<file path="src/hdl/kce_pkg.sv">
// ----------------------------------------------------------------------------
// kce_pkg: shared types and constants for keypad code entry
// Register indexes, reset values, field widths and the result record.
// ----------------------------------------------------------------------------
package kce_pkg;

  // Field widths fixed by the interface
  localparam int SEC_W   = 8;
  localparam int COLS_W  = 4;
  localparam int KEY_W   = 4;
  localparam int LEFT_W  = 3;
  localparam int CODE_W  = 24;
  localparam int CFG_IDX_W = 2;

  // Default code length
  localparam int CODE_LEN_DEFAULT = 6;

  // Configuration register indexes
  localparam logic [CFG_IDX_W-1:0] REG_TIMEOUT = 2'd0;
  localparam logic [CFG_IDX_W-1:0] REG_ALERT   = 2'd1;

  // Register reset values
  localparam logic [SEC_W-1:0] TIMEOUT_RESET = 8'd15;
  localparam logic [SEC_W-1:0] ALERT_RESET   = 8'd5;

  // Input action codes
  localparam logic ACT_TICK = 1'b0;
  localparam logic ACT_SCAN = 1'b1;

  // One result record
  typedef struct packed {
    logic              key_valid;
    logic [KEY_W-1:0]  key_index;
    logic [LEFT_W-1:0] digits_left;
    logic              code_done;
    logic [CODE_W-1:0] code_value;
    logic              time_alert;
    logic              timed_out;
  } kce_result_t;

endpackage

</file>
<file path="src/hdl/keypad_code_entry_timeout.sv">
// ----------------------------------------------------------------------------
// keypad_code_entry_timeout: 4x4 keypad code entry with seconds timeout
// A scan frame's result enters the result buffer when the frame is accepted.
// One item per cycle while the buffer is not full; the single-pass decode and
// state update sit between the input ports and a two-entry result buffer.
// Ticks produce no result. Synchronous active-high reset clears counter,
// pending timeout, digit position and the buffer; registers return to 15/5.
// ----------------------------------------------------------------------------
module keypad_code_entry_timeout #(
  parameter int CODE_LEN = kce_pkg::CODE_LEN_DEFAULT
) (
  input  logic                          clk,
  input  logic                          rst,
  // input channel
  input  logic                          in_valid,
  output logic                          in_ready,
  input  logic                          action,
  input  logic [kce_pkg::COLS_W-1:0]    row0_cols,
  input  logic [kce_pkg::COLS_W-1:0]    row1_cols,
  input  logic [kce_pkg::COLS_W-1:0]    row2_cols,
  input  logic [kce_pkg::COLS_W-1:0]    row3_cols,
  // result channel
  output logic                          out_valid,
  input  logic                          out_ready,
  output logic                          key_valid,
  output logic [kce_pkg::KEY_W-1:0]     key_index,
  output logic [kce_pkg::LEFT_W-1:0]    digits_left,
  output logic                          code_done,
  output logic [kce_pkg::CODE_W-1:0]    code_value,
  output logic                          time_alert,
  output logic                          timed_out,
  // configuration channel
  input  logic                          cfg_valid,
  output logic                          cfg_ready,
  input  logic [kce_pkg::CFG_IDX_W-1:0] cfg_index,
  input  logic [kce_pkg::SEC_W-1:0]     cfg_data
);

  localparam int POS_W   = $clog2(CODE_LEN + 1);
  localparam int NDIG    = kce_pkg::CODE_W / kce_pkg::KEY_W;
  localparam int FIRST_K = (CODE_LEN > NDIG) ? (CODE_LEN - NDIG) : 0;
  localparam logic [POS_W-1:0] LEN_P = POS_W'(CODE_LEN);
  localparam logic [POS_W-1:0] LEFT_MAX = POS_W'((1 << kce_pkg::LEFT_W) - 1);

  // Configuration registers
  logic [kce_pkg::SEC_W-1:0] timeout_seconds;
  logic [kce_pkg::SEC_W-1:0] alert_seconds;

  // Block state
  logic [kce_pkg::SEC_W-1:0] second_count;
  logic                      timeout_pending;
  logic [POS_W-1:0]          digit_position;
  logic [kce_pkg::KEY_W-1:0] digit_store [CODE_LEN];

  logic [kce_pkg::SEC_W-1:0] second_count_next;
  logic                      timeout_pending_next;
  logic [POS_W-1:0]          digit_position_next;
  logic [kce_pkg::KEY_W-1:0] store_next [CODE_LEN];

  logic                      accept;
  logic                      buf_full;
  logic                      push;
  kce_pkg::kce_result_t      res;
  kce_pkg::kce_result_t      out_data;

  logic [15:0]               pressed;
  logic                      found;
  logic [kce_pkg::KEY_W-1:0] key;
  logic [kce_pkg::SEC_W-1:0] cnt_inc;
  logic [POS_W-1:0]          pos_base;
  logic [POS_W-1:0]          pos_new;
  logic [POS_W-1:0]          left_full;
  logic                      done;
  logic [kce_pkg::SEC_W-1:0] cnt_after;

  assign cfg_ready = 1'b1;
  assign in_ready  = !buf_full;
  assign accept    = in_valid && in_ready;
  assign push      = accept && (action == kce_pkg::ACT_SCAN);

  // Configuration writes; unknown indexes are dropped
  always_ff @(posedge clk) begin
    if (rst) begin
      timeout_seconds <= kce_pkg::TIMEOUT_RESET;
      alert_seconds   <= kce_pkg::ALERT_RESET;
    end else if (cfg_valid && cfg_ready) begin
      case (cfg_index)
        kce_pkg::REG_TIMEOUT: timeout_seconds <= cfg_data;
        kce_pkg::REG_ALERT:   alert_seconds   <= cfg_data;
        default: ;
      endcase
    end
  end

  // Priority key search: rows first, then columns, active low
  assign pressed = ~{row3_cols, row2_cols, row1_cols, row0_cols};

  always_comb begin
    found = 1'b0;
    key   = '0;
    for (int i = 15; i >= 0; i--) begin
      if (pressed[i]) begin
        found = 1'b1;
        key   = kce_pkg::KEY_W'(i);
      end
    end
  end

  // Next state and result
  always_comb begin
    second_count_next    = second_count;
    timeout_pending_next = timeout_pending;
    digit_position_next  = digit_position;
    for (int k = 0; k < CODE_LEN; k++) begin
      store_next[k] = digit_store[k];
    end
    cnt_inc   = second_count + 8'd1;
    pos_base  = (digit_position >= LEN_P) ? '0 : digit_position;
    pos_new   = digit_position;
    done      = 1'b0;
    left_full = '0;
    cnt_after = second_count;
    res       = '0;

    if (action == kce_pkg::ACT_TICK) begin
      // seconds tick
      if (cnt_inc == timeout_seconds) begin
        timeout_pending_next = 1'b1;
        second_count_next    = '0;
      end else begin
        second_count_next = cnt_inc;
      end
    end else begin
      // store the key as the next digit
      if (found) begin
        for (int k = 0; k < CODE_LEN; k++) begin
          if (pos_base == POS_W'(k)) begin
            store_next[k] = key;
          end
        end
        pos_new = pos_base + POS_W'(1);
      end

      done = (pos_new >= LEN_P);
      if (done) begin
        for (int k = FIRST_K; k < CODE_LEN; k++) begin
          res.code_value[kce_pkg::KEY_W*(CODE_LEN-1-k) +: kce_pkg::KEY_W] = store_next[k];
        end
        digit_position_next = '0;
        second_count_next   = '0;
        cnt_after           = '0;
        left_full           = '0;
      end else begin
        digit_position_next = pos_new;
        left_full           = LEN_P - pos_new;
      end

      res.key_valid   = found;
      res.key_index   = key;
      res.digits_left = (left_full > LEFT_MAX) ? kce_pkg::LEFT_W'(LEFT_MAX)
                                               : kce_pkg::LEFT_W'(left_full);
      res.code_done   = done;
      res.time_alert  = (alert_seconds < timeout_seconds) &&
                        (cnt_after == (timeout_seconds - alert_seconds));

      // consume a pending timeout
      if (timeout_pending) begin
        timeout_pending_next = 1'b0;
        digit_position_next  = '0;
        res.timed_out        = 1'b1;
      end
    end
  end

  // Control state
  always_ff @(posedge clk) begin
    if (rst) begin
      second_count    <= '0;
      timeout_pending <= 1'b0;
      digit_position  <= '0;
    end else if (accept) begin
      second_count    <= second_count_next;
      timeout_pending <= timeout_pending_next;
      digit_position  <= digit_position_next;
    end
  end

  // Digit store, no reset
  always_ff @(posedge clk) begin
    if (accept) begin
      for (int k = 0; k < CODE_LEN; k++) begin
        digit_store[k] <= store_next[k];
      end
    end
  end

  // Result buffer
  kce_out_buf u_out_buf (
    .clk       (clk),
    .rst       (rst),
    .push      (push),
    .push_data (res),
    .full      (buf_full),
    .out_valid (out_valid),
    .out_ready (out_ready),
    .out_data  (out_data)
  );

  assign key_valid   = out_data.key_valid;
  assign key_index   = out_data.key_index;
  assign digits_left = out_data.digits_left;
  assign code_done   = out_data.code_done;
  assign code_value  = out_data.code_value;
  assign time_alert  = out_data.time_alert;
  assign timed_out   = out_data.timed_out;

endmodule

</file>
<file path="src/hdl/kce_out_buf.sv">
// ----------------------------------------------------------------------------
// kce_out_buf: two-entry result buffer
// Holds results so the producer keeps accepting while one waits downstream.
// ----------------------------------------------------------------------------
module kce_out_buf (
  input  logic                 clk,
  input  logic                 rst,
  input  logic                 push,
  input  kce_pkg::kce_result_t push_data,
  output logic                 full,
  output logic                 out_valid,
  input  logic                 out_ready,
  output kce_pkg::kce_result_t out_data
);

  kce_pkg::kce_result_t slot0;
  kce_pkg::kce_result_t slot1;
  logic [1:0]           count;
  logic                 pop;

  assign pop       = out_valid && out_ready;
  assign out_valid = (count != 2'd0);
  assign full      = (count == 2'd2);
  assign out_data  = slot0;

  // Occupancy count
  always_ff @(posedge clk) begin
    if (rst) begin
      count <= 2'd0;
    end else if (push && !pop) begin
      count <= count + 2'd1;
    end else if (pop && !push) begin
      count <= count - 2'd1;
    end
  end

  // Payload slots, head in slot0
  always_ff @(posedge clk) begin
    if (push && !pop) begin
      if (count == 2'd0) begin
        slot0 <= push_data;
      end else begin
        slot1 <= push_data;
      end
    end else if (pop && !push) begin
      slot0 <= slot1;
    end else if (pop && push) begin
      if (count == 2'd1) begin
        slot0 <= push_data;
      end else begin
        slot0 <= slot1;
        slot1 <= push_data;
      end
    end
  end

endmodule
</file>
<file path="config.mk">
export PLATFORM = sky130hd
export DESIGN_NAME = keypad_code_entry_timeout
export DESIGN_NICKNAME = d
export VERILOG_FILES = /design/src/hdl/kce_pkg.sv /design/src/hdl/keypad_code_entry_timeout.sv /design/src/hdl/kce_out_buf.sv
export SDC_FILE = /design/constraint.sdc
export NUM_CORES = 1
export LEC_CHECK = 0
export ABC_AREA = 1
export BUFFER_PORTS_ARGS = -buffer_cell sky130_fd_sc_hd__buf_4
export CAP_MARGIN = 0
export CELL_PAD_IN_SITES_DETAIL_PLACEMENT = 1
export CELL_PAD_IN_SITES_GLOBAL_PLACEMENT = 1
export CORE_ASPECT_RATIO = 1.1
export CORE_MARGIN = 2
export CORE_UTILIZATION = 25
export DETAILED_ROUTE_END_ITERATION = 7
export GPL_TIMING_DRIVEN = 0
export PLACE_DENSITY = 0.5
export SYNTH_ARGS = -nofsm -noshare
export SYNTH_HDL_FRONTEND = slang
export SYNTH_SLANG_ARGS = --single-unit
</file>
<file path="constraint.sdc">
create_clock -name clk -period 16.3 [get_ports clk]
set_clock_uncertainty 0.2 [all_clocks]
set_input_delay 3.26 -clock clk [delete_from_list [all_inputs] [get_ports clk]]
set_output_delay 3.26 -clock clk [all_outputs]
set_load 0.03 [all_outputs]
</file>
# Yosys cells after proc, flatten, opt, wreduce, memory -nomap -nowiden
# Memory sizes are Yosys's and may differ from the RTL's.
# Cells that the tools add are included.
# op_classes
add_sub_neg	6
magnitude_cmp	4
n_eq_ne	14
muxes	71
bitwise	1
reduce_logical	24
# op_table
operator	count
35-bit 2-to-1 mux	11
4-bit 2-to-1 mux	22
24-bit 2-to-1 mux	3
8-bit 2-to-1 mux	4
3-bit 2-to-1 mux	8
1-bit 2-to-1 mux	21
8-bit equality test	2
16-bit NOT	1
2-bit AND reduction	5
8-bit by 1-bit adder with 8-bit output, second input constant	1
8-bit less-than comparator	1
2-bit nonzero test	4
8-bit subtractor	1
1-bit logical AND	7
3-bit by 2-bit equality test with 1-bit output, second input constant	2
3-bit equality test, second input constant	2
3-bit greater-or-equal comparator, second input constant	2
2-bit by 1-bit equality test with 1-bit output, second input constant	2
2-bit logical NOT	2
2-bit 2-to-1 mux	2
2-bit by 1-bit inequality test with 1-bit output, second input constant	2
2-bit inequality test, second input constant	2
4-bit AND reduction	1
3-bit by 1-bit adder with 3-bit output, second input constant	1
9 further kinds	11
# totals
register_bits	100
mem_bits_rw	24
input_bits	32
word_cells	141
memories	1
# mem_list
name	words	word_bits	rd	rd_ports_with_merged_regs	write_ports	line	rtl
digit_store	6	4	6	0	6	keypad_code_entry_timeout.sv:53	logic [kce_pkg::KEY_W-1:0] digit_store [CODE_LEN];

# Longest topological paths before layout
# Gate-level depths: netlist of run 1.
# logic_depth
ltp_word	29
ltp_mapped	19

# Hierarchy
# Synthesis of run 1 repeated with hierarchy kept, for this count alone.
# hier_totals
cells_unflattened	712
area_unflattened_um2	6299.8
# by_module_without_submodules
module	instances	cells_per_inst	area_per_inst_um2	seq_area_each_um2
keypad_code_entry_timeout	1	492	3433.3	1281.2
kce_out_buf	1	220	2866.5	2142.1

# Least setup slack after synthesis of run 1
# OpenSTA, ideal clock, no wires.
# synth_path
path_kind	input -> register
start	input port action
end	register u_out_buf.slot0, in the netlist u_out_buf.out_data[0] (enable)
t_arrival_ps	7468
required_ps	15624
path_slack_ps	8156
path_stages	4
n_path_buf	0
cell_sequence	inv_1 > nor2_1 > inv_1 > o21ai_0
# synth_between
elab_chain_cells	5
word_cells_on_any_way	8
# synth_rtl
item	line	rtl
from (decl)	keypad_code_entry_timeout.sv:17	input logic action,
1-bit logical AND *	keypad_code_entry_timeout.sv:79	assign push = accept && (action == kce_pkg::ACT_SCAN);
via push	keypad_code_entry_timeout.sv:62	logic push;
1-bit logical NOT	kce_out_buf.sv:45	end else if (pop && !push) begin
1-bit logical AND	kce_out_buf.sv:45	
3-bit nonzero test (no source line)	--	
2-bit AND reduction (no source line) *	--	
to (signal assigned)	kce_out_buf.sv:46	slot0 <= slot1;
to (signal assigned)	kce_out_buf.sv:49	slot0 <= push_data;
to (signal assigned)	kce_out_buf.sv:51	slot0 <= slot1;
to (decl)	kce_out_buf.sv:16	kce_pkg::kce_result_t slot0;
# Mark *: on every way through the listed nets, which the timed path passes. The rest lies on a longest branch.
# A chain may end at the register's enable or synchronous reset.

# Final worst setup path of run 1
# layout_path
start	input port action
end	register u_out_buf.slot0, in the netlist u_out_buf.out_data[29] (data pin)
# layout_between
elab_chain_cells	5
word_cells_on_any_way	10
# layout_rtl
item	line	rtl
1-bit logical AND *	keypad_code_entry_timeout.sv:79	
via push	keypad_code_entry_timeout.sv:62	
1-bit logical NOT	kce_out_buf.sv:45	
1-bit logical AND	kce_out_buf.sv:45	
35-bit 2-to-1 mux	kce_out_buf.sv:45	
35-bit 2-to-1 mux *	kce_out_buf.sv:39	if (push && !pop) begin
to (signal assigned)	kce_out_buf.sv:41	slot0 <= push_data;
to (signal assigned)	kce_out_buf.sv:46	
to (signal assigned)	kce_out_buf.sv:49	
# Mark *: on every way through the listed nets, which the timed path passes. The rest lies on a longest branch. The select of a mux whose other input is x is not followed.

==> impl_metrics.json, run 1 <==
{
  "use_met2_pct": 23.43,
  "maxCapViolations": 0,
  "cts_hold_buf": 0,
  "synth_flop_cell": "edfxtp_1",
  "ir_drop_uv": 60.09,
  "wl_per_cell_microns": 15.35,
  "worstHoldPathCells": 2,
  "port_buffers": 68,
  "gp_congestion": 0.7976,
  "grt_use_met3_pct": 2.852,
  "met1_usage_pct": 16.76,
  "grt_pass1_wl_mm": 27.31,
  "coreArea_sq_um": 24550,
  "antenna_left": 0,
  "maxSlewHeadroom_pct": 37.01,
  "cts_tree": "built",
  "worst_slew_pin_slew_ps": 944.9,
  "first_pass_iters": 4,
  "cts_buffer_depth": 2,
  "drc": 0,
  "cp.arrival_ps": 6180,
  "p_leak_nw": 3.364,
  "synth-edff-count": 94,
  "yosysWarnings": 0,
  "cts_setup_buffers": 0,
  "synth_cell_types": 42,
  "drive_gt1_share_pct": 20.78,
  "drt_wl_total_mm": 16.94,
  "num_antenna_cells": 0,
  "dp_slack_ps": 9482,
  "fmax_mhz": 160.5,
  "cts_root_buf": "clkbuf_16",
  "track_usage_pct": 13.50,
  "viasPerCell": 4.435,
  "worst_setup_path_end_kind": "flop",
  "crit_fanout": 28,
  "power_density_nw_per_um2": 152.4,
  "area_growth_pct": 24.37,
  "worstReg2RegStart": "u_out_buf.count[0]",
  "min_period_over_period_pct": 38.23,
  "rsz0062_at_grt": "no",
  "worstPathRequired_ps": 16250,
  "grt_max_degree": 31,
  "ys_top_cells_by_area": "edfxtp_1 45%, nand2_1 12%, dfxtp_1 9.6%",
  "clkLatencyLatePin_ps": 430,
  "outcome": "completed",
  "fin_tns_setup_ps": 0,
  "grt-busiest-layer": "met2",
  "start_util_pct": 25.47,
  "via_count": 4896,
  "fin_ws_ps": 10070,
  "die_x_microns": 154.8,
  "critPathCapture": "u_out_buf.out_data[29]",
  "hpwlAfterDp_mm": 12.72,
  "crit_type": "in2reg",
  "synth.avg_cell_area_sq_um": 9.035,
  "dieArea_sq_um": 26290,
  "rr_worst_depth": 12,
  "cts.sinks": 124,
  "async_reset_ff_share_pct": 0,
  "n_fill_cell": 2848,
  "io_pins": 70,
  "ys_ff_latch": 124,
  "critPathLaunch": "action",
  "drt_iter0_markers": 287,
  "hp-class": "reg2reg",
  "hold_viol_final": 0,
  "period_minus_slack_ps": 6231,
  "clkSlewWorstSetupHoldPaths_ps": 60,
  "antenna_found_initial": 0,
  "setup_viol": 0,
  "dpl.cell_count": 1072,
  "cts_resized": 0,
  "cts_max_level": 4,
  "synth_top_area_share_pct": 45.15,
  "die_h_microns": 169.9,
  "grt_pass1_vias": 5096,
  "reg2reg_to": "u_out_buf.out_data[29]",
  "syn_inst": 692,
  "drv_slew": 0,
  "yosysTopAreaCell": "edfxtp_1",
  "final_nets": 831,
  "netlist_area_sq_um": 6252,
  "reg2reg_slack_ps": 12360,
  "row_count": 60,
  "fin_cells": 1104,
  "synth-seq-area-share_pct": 54.75,
  "numCtsBuffers": 17,
  "grt-ovfl-total": 0,
  "cp-start-kind": "input port",
  "power.total_w": 0.001185,
  "syn-num-nets": 742
}
state kept, by name (all words and copies together) (netlist names):
signal and flops:
u_out_buf.out_data 35, u_out_buf.slot1 35, digit_store 24, alert_seconds 8, second_count 8, timeout_seconds 8, digit_position 3, u_out_buf.count 2
timeout_pending 1
through the flow:
stage | instance area, sq um | util, % | hold WS, ps
2_1_floorplan | 6252 | - | 232.8
3_3_place_gp | 7151 | 29.13 | 250.3
3_5_place_dp | 7211 | 29.37 | 257.1
4_1_cts | 7776 | 31.68 | 266.5
5_1_grt | 7776 | 31.68 | 291.6
6_report | 7776 | 31.68 | 259.6
routing by layer:
layer,wire length (microns),part of all wire [%]
met1,7900,47
met2,8461,50
met3,406,2.4
met4,173,1.0
met5,0,0
cell type report:
cell class / instances / area [sq um] / share of cell area [%]
buffer: 14 / 86.33 / 1.110
clock buffer: 17 / 425.4 / 5.471
clock inverter: 15 / 140.1 / 1.802
inverter: 91 / 341.6 / 4.393
multi-input combinational: 463 / 2421 / 31.13
sequential: 124 / 3423 / 44.02
tap: 310 / 387.9 / 4.988
timing repair buffer: 70 / 550.5 / 7.080
Yosys cell counts, types with 2 or more instances:
library cell	count
o21ai_0	33
edfxtp_1	94
nand3b_1	4
inv_2	5
a31oi_1	2
a21oi_1	31
nand2_1	194
xor2_1	9
o211ai_1	4
nor3_1	2
nor2_1	55
dfxtp_1	30
nand4_1	9
o21ai_1	11
xnor2_1	7
nand3_1	26
nor2_2	14
nand2_2	6
clkbuf_1	8
buf_4	2
nand2_4	4
nand3_2	3
inv_1	86
o21a_1	2
ha_1	17
buf_2	2
or2_2	14
nor2_4	4
cells in the final DEF, fill, tap and decap left out, drive strengths merged, types with 4 or more instances in the layout:
cell type,instances
nand2,204
inv,95
edfxtp,94
buf,76
nor2,74
o21ai,44
a21oi,32
dfxtp,30
nand3,29
clkbuf,25
ha,17
or2,15
nand4,10
xor2,9
xnor2,7
clkinv,6
o211ai,4
nand3b,4
clkinvlp,4
critical path, stage by stage:
cell,delay (ps)
buf_4,120
inv_1,210
nor2_4,750
inv_1,330
ha_1,290
inv_1,70
a21oi_1,270
inv_1,330
clkbuf_1,380
a21oi_1,160
logic make-up (layout without fill, tap and decap cells):
group | Yosys count | after routing | share of synthesized area, %
adder cells (fa/ha/maj) | 18 | 18 | 3.722
other | 1 | 1 | 0.05998
AO/OA/AOI/OAI | 90 | 90 | 7.865
buffers and inverters | 105 | 207 | 6.844
flip-flops | 124 | 124 | 54.75
XOR/XNOR | 16 | 16 | 2.241
AND/OR/NAND/NOR | 338 | 338 | 24.51
power by group:
group	internal, W	switching, W
sequential	0.000434	0.0000210
clock	0.000212	0.000159
combinational	0.000114	0.000246
total	0.000760	0.000425
how the worst min path moves through the flow:
| stage | start | endpoint | slack [ps] |
|---|---|---|---|
| after floorplan | alert_seconds[3] | alert_seconds[3] | 230 |
| after global routing | alert_seconds[6] | alert_seconds[6] | 290 |
| after detailed placement | alert_seconds[7] | alert_seconds[7] | 260 |
| after global placement | alert_seconds[7] | alert_seconds[7] | 250 |
| final | alert_seconds[7] | alert_seconds[7] | 260 |
| after CTS | alert_seconds[7] | alert_seconds[7] | 270 |
Power figures use the tool's default switching activity.
==> run 2: changes to the inputs <==
Settings changed: ABC_AREA 1 to 0.
Clock period 16.3 ns to 5 ns, I/O delays scaled along.
==> impl_metrics.json, run 2 <==
{
  "outcome": "completed",
  "numCtsBuffers": 17,
  "ir_drop_uv": 195.7,
  "cts_resized": 0,
  "die_x_microns": 154.6,
  "cts_max_level": 4,
  "worst_setup_path_end_kind": "flop",
  "area_growth_pct": 24.70,
  "gp_congestion": 0.8064,
  "period_minus_slack_ps": 4534,
  "yosysTopAreaCell": "edfxtp_1",
  "coreArea_sq_um": 24470,
  "hpwlAfterDp_mm": 12.43,
  "synth-seq-area-share_pct": 54.90,
  "ys_ff_latch": 124,
  "fin_ws_ps": 465.7,
  "antenna_found_initial": 0,
  "drive_gt1_share_pct": 19.55,
  "syn-num-nets": 618,
  "track_usage_pct": 13.44,
  "synth.avg_cell_area_sq_um": 10.98,
  "viasPerCell": 4.730,
  "worst_slew_pin_slew_ps": 1149,
  "rsz0062_at_grt": "no",
  "fin_cells": 980,
  "first_pass_iters": 4,
  "final_cell_area_sq_um": 7776,
  "cp.arrival_ps": 4510,
  "placed_cell_area_sq_um": 7187,
  "async_reset_ff_share_pct": 0,
  "worstPathRequired_ps": 4970,
  "num_antenna_cells": 0,
  "grt_pass1_wl_mm": 27.10,
  "final_cell_mix": "94 x edfxtp_1, 70 x nand2_1, 69 x buf_4",
  "p_leak_nw": 3.028,
  "dp_slack_ps": -103.0,
  "power_density_nw_per_um2": 505.4,
  "grt-ovfl-total": 0,
  "clkSlewWorstSetupHoldPaths_ps": 60,
  "synth_top_area_share_pct": 45.26,
  "synthTopCellsByCount": "94 x edfxtp_1, 70 x nand2_1, 50 x nor2_1, 33 x inv_1, 30 x dfxtp_1",
  "ys_top_cells_by_area": "edfxtp_1 45%, dfxtp_1 9.6%, nand2_1 4.2%",
  "setup_viol": 0,
  "final_nets": 707,
  "antenna_left": 0,
  "dpl.cell_count": 948,
  "layout_commonest_cell": "edfxtp_1",
  "maxSlewHeadroom_pct": 23.34,
  "cts_setup_buffers": 0,
  "io_pins": 70,
  "post-synth-top-count-cell": "edfxtp_1",
  "wl_per_cell_microns": 17.28,
  "cp-start-kind": "flop",
  "cts_hold_buf": 0,
  "min_period_over_period_pct": 90.69,
  "fmax_mhz": 220.5,
  "fin_util_pct": 31.77,
  "clkLatencyLatePin_ps": 420,
  "crit_fanout": 27,
  "maxCapViolations": 0,
  "cts.sinks": 124,
  "cp_top_family": "buffers and inverters",
  "grt_pass1_vias": 5020,
  "max_stage_delay_ps": 940,
  "dieArea_sq_um": 26220,
  "crit_type": "reg2reg",
  "port_buffers": 68,
  "netlist_area_sq_um": 6236,
  "syn_inst": 568,
  "row_count": 60,
  "critical_path_buf_inv_count": 3,
  "critPathSlowestCell": "inv_1",
  "hp-class": "reg2reg",
  "crit_chain": "inv_1 > ha_1 > nor2b_1 > nand2_1 > inv_1 > ha_1 > a21o_1 > buf_1 > mux2_2",
  "synth_cell_types": 66,
  "start_util_pct": 25.48,
  "synth-edff-count": 94,
  "hold_viol_final": 0,
  "cts_tree": "built",
  "drc": 0,
  "cts_buffer_depth": 2,
  "die_h_microns": 169.6,
  "grt_max_degree": 35,
  "via_count": 4635,
  "synth_flop_cell": "edfxtp_1",
  "yosysWarnings": 0,
  "drv_slew": 0,
  "cts_root_buf": "clkbuf_16",
  "drt_iter0_markers": 192,
  "drt_wl_total_mm": 16.94,
  "fin_tns_setup_ps": 0
}
[run 2: final cells by class]
| cell class | instances | area, sq um |
|---|---|---|
| fill | 2738 | 16700 |
| sequential | 124 | 3423 |
| multi-input combinational | 385 | 2592 |
| timing repair buffer | 70 | 550.5 |
| clock buffer | 17 | 425.4 |
| tap | 310 | 387.9 |
| clock inverter | 15 | 163.9 |
| inverter | 33 | 123.9 |
| buffer | 26 | 108.9 |
[run 2: power breakdown]
part	switching, W	internal, W
clock	0.000498	0.000741
combinational	0.000808	0.000417
sequential	0.0000609	0.00141
total	0.00137	0.00256
[run 2: cell families (layout without fill, tap and decap cells)]
family          after synthesis  count (layout)  share of synthesized area, %
mux                          35              35                         6.019
simple gates                195             195                         15.13
fa+ha+maj                    18              18                         3.732
buf+inv                      59             161                         3.732
xor+xnor                     24              24                         4.033
compound gates              112             112                         12.40
other cells                   1               1                       0.06013
flops                       124             124                         54.90
[run 2: stage by stage]
stage	total power [W]	hold WS (ps)
final	0.003930	288.2
after global placement	0.002703	271.3
after global routing	0.004136	307.5
after floorplan	0.002264	239.7
after detailed placement	0.002746	277.9
after CTS	0.004004	292.2
[run 2: worst reg2reg max path, cell delays in order (launching register included)]
cell and delay [ps]:
dfxtp_1 370, inv_1 80, ha_1 220, nor2b_1 410
nand2_1 380, inv_1 940, ha_1 410, a21o_1 230
buf_1 640, mux2_2 420
[run 2: per-layer routing]
| metal | vias up | wire, microns | global-route usage, % |
|---|---|---|---|
| met2 | 66 | 9088 | 25.31 |
| met3 | 21 | 388 | 2.349 |
| met4 | 0 | 334 | 5.233 |
| li1 | 2257 | - | - |
| met5 | - | 0 | 0 |
| met1 | 2291 | 7127 | 14.99 |
[run 2: worst paths after layout]
path / cells after the start / slack (ps) / from / endpoint
worst min register to register: 1 / 290 / alert_seconds[0] / alert_seconds[0]
worst max register to register: 9 / 470 / u_out_buf.count[0] / u_out_buf.out_data[31]
worst max-delay path: 9 / 470 / u_out_buf.count[0] / u_out_buf.out_data[31]
worst min-delay path: 1 / 290 / alert_seconds[0] / alert_seconds[0]
==> run 3: changes to the inputs <==
Settings changed: CORE_UTILIZATION 25 to 42, PLACE_DENSITY 0.5 to 0.76.
==> impl_metrics.json, run 3 (synthesis gave the netlist of run 2 again) <==
{
  "seqCellArea_sq_um": 3423,
  "cp-start-kind": "flop",
  "drc": 0,
  "crit_type": "reg2reg",
  "rr_worst_depth": 9,
  "track_usage_pct": 20.85,
  "min_period_over_period_pct": 84.96,
  "outcome": "completed",
  "drive_gt1_share_pct": 19.28,
  "io_pins": 70,
  "p_seq_share_pct": 37.4,
  "cts.sinks": 124,
  "max_stage_delay_ps": 920,
  "p_clk_share_pct": 31.8,
  "final_nets": 706,
  "power_switching_w": 0.001345,
  "gp_congestion": 0.8244,
  "num_antenna_cells": 0,
  "cp.arrival_ps": 4210,
  "reg2reg_to": "u_out_buf.out_data[31]",
  "die_x_microns": 120.2,
  "cts_root_buf": "clkbuf_16",
  "crit_chain": "inv_1 > ha_1 > nor2b_1 > nand2_1 > inv_1 > ha_1 > a21o_1 > buf_1 > mux2_2",
  "worst_slew_pin_slew_ps": 1172,
  "start_util_pct": 43.17,
  "cts_max_level": 4,
  "critPathLaunch": "u_out_buf.count[0]",
  "critical_path_buf_inv_count": 3,
  "power_density_nw_per_um2": 517.4,
  "hpwlAfterDp_mm": 11.26,
  "worstReg2RegStart": "u_out_buf.count[0]",
  "reg2reg_slack_ps": 750,
  "dieArea_sq_um": 15840,
  "n_fill_cell": 1588,
  "drt_iter0_markers": 272,
  "cts_resized": 0,
  "path_depth": 9,
  "hold_viol_final": 0,
  "grt_max_degree": 36,
  "worst_setup_path_end_kind": "flop",
  "multi_input_area_sq_um": 2592,
  "power.total_w": 0.003941,
  "grt-ovfl-total": 0,
  "viasPerCell": 5.468,
  "intPower_w": 0.002596,
  "rsz0062_at_grt": "no",
  "clkSlewWorstSetupHoldPaths_ps": 60,
  "hp-class": "reg2reg",
  "layout_commonest_cell": "edfxtp_1",
  "swShare_pct": 34.12,
  "via_count": 4708,
  "row_count": 46,
  "period_minus_slack_ps": 4248,
  "drt_wl_total_mm": 15.71,
  "cts_tree": "built",
  "coreArea_sq_um": 14450,
  "setup_viol": 0,
  "clkLatencyLatePin_ps": 420,
  "numCtsBuffers": 17,
  "critPathCapture": "u_out_buf.out_data[31]",
  "combPwrFrac_pct": 30.8,
  "cts_buffer_depth": 2,
  "cp_top_family": "buffers and inverters",
  "maxSlewHeadroom_pct": 21.81,
  "area_growth_pct": 22.13,
  "holdWs_ps": 274.8,
  "crit_fanout": 27,
  "antenna_found_initial": 0,
  "wl_per_cell_microns": 18.24,
  "fin_cells": 861,
  "antenna_left": 0,
  "grt_pass1_vias": 5055,
  "final_cell_mix": "94 x edfxtp_1, 70 x nand2_1, 69 x buf_4",
  "fin_tns_setup_ps": 0,
  "cts_hold_buf": 0,
  "p_leak_nw": 3.011,
  "first_pass_iters": 4,
  "cts_setup_buffers": 0,
  "die_h_microns": 131.8,
  "port_buffers": 68,
  "grt_pass1_wl_mm": 25.59,
  "maxCapViolations": 0,
  "dpl.cell_count": 829,
  "worstPathRequired_ps": 4970,
  "critPathSlowestCell": "inv_1",
  "drv_slew": 0,
  "placed_cell_area_sq_um": 7019,
  "ir_drop_uv": 246.7,
  "final_cell_area_sq_um": 7616,
  "fmax_mhz": 235.4
}
-- run 3: cell types whose count changed in the layout (fill, tap and decap cells not counted) --
cell and delta:
clkinvlp_4 +4, buf_12 -1, clkinv_1 +1, inv_6 -1, clkinv_2 +1, clkinv_4 -6
bufinv_16 +1
-- run 3: per-stage QoR --
stage,worst slack (ps),util [%]
after global routing,320.3,52.72
after global placement,-929.9,48.36
after CTS,659.7,52.72
final,751.9,52.72
after detailed placement,247.4,48.59
after floorplan,371.8,-
-- run 3: power groups by stage --
stage / combinational, W / sequential [W] / clock, W
global route: 0.00131 / 0.00149 / 0.00131
CTS: 0.00123 / 0.00148 / 0.00126
floorplan: 0.000527 / 0.00174 / 0
finish: 0.00121 / 0.00147 / 0.00125
detailed placement: 0.00122 / 0.00149 / 0
global placement: 0.00115 / 0.00150 / 0
-- run 3: cell type report --
type                            count  share of cell area [%]
Sequential cell                   124                   44.95
Buffer                             26                   1.429
Timing Repair Buffer               69                   6.966
Multi-Input combinational cell    385                   34.04
Clock inverter                     15                   2.251
Inverter                           33                   1.626
Tap cell                          192                   3.154
Clock buffer                       17                   5.586
-- run 3: how the worst min path moves through the flow --
stage,start,to,slack [ps],cells after the start
finish,alert_seconds[0],alert_seconds[0],270,1
global route,alert_seconds[0],alert_seconds[0],300,1
CTS,alert_seconds[0],alert_seconds[0],280,1
detailed placement,alert_seconds[0],alert_seconds[0],260,1
global placement,alert_seconds[0],alert_seconds[0],250,1
floorplan,alert_seconds[0],alert_seconds[0],240,1
-- run 3: layer usage --
metal,up-vias,global-route usage [%],share of wire [%]
met1,2337,23.70,42
met5,-,0,0
met2,91,37.63,53
li1,2250,-,-
met4,0,7.908,2.3
met3,30,4.931,3.1
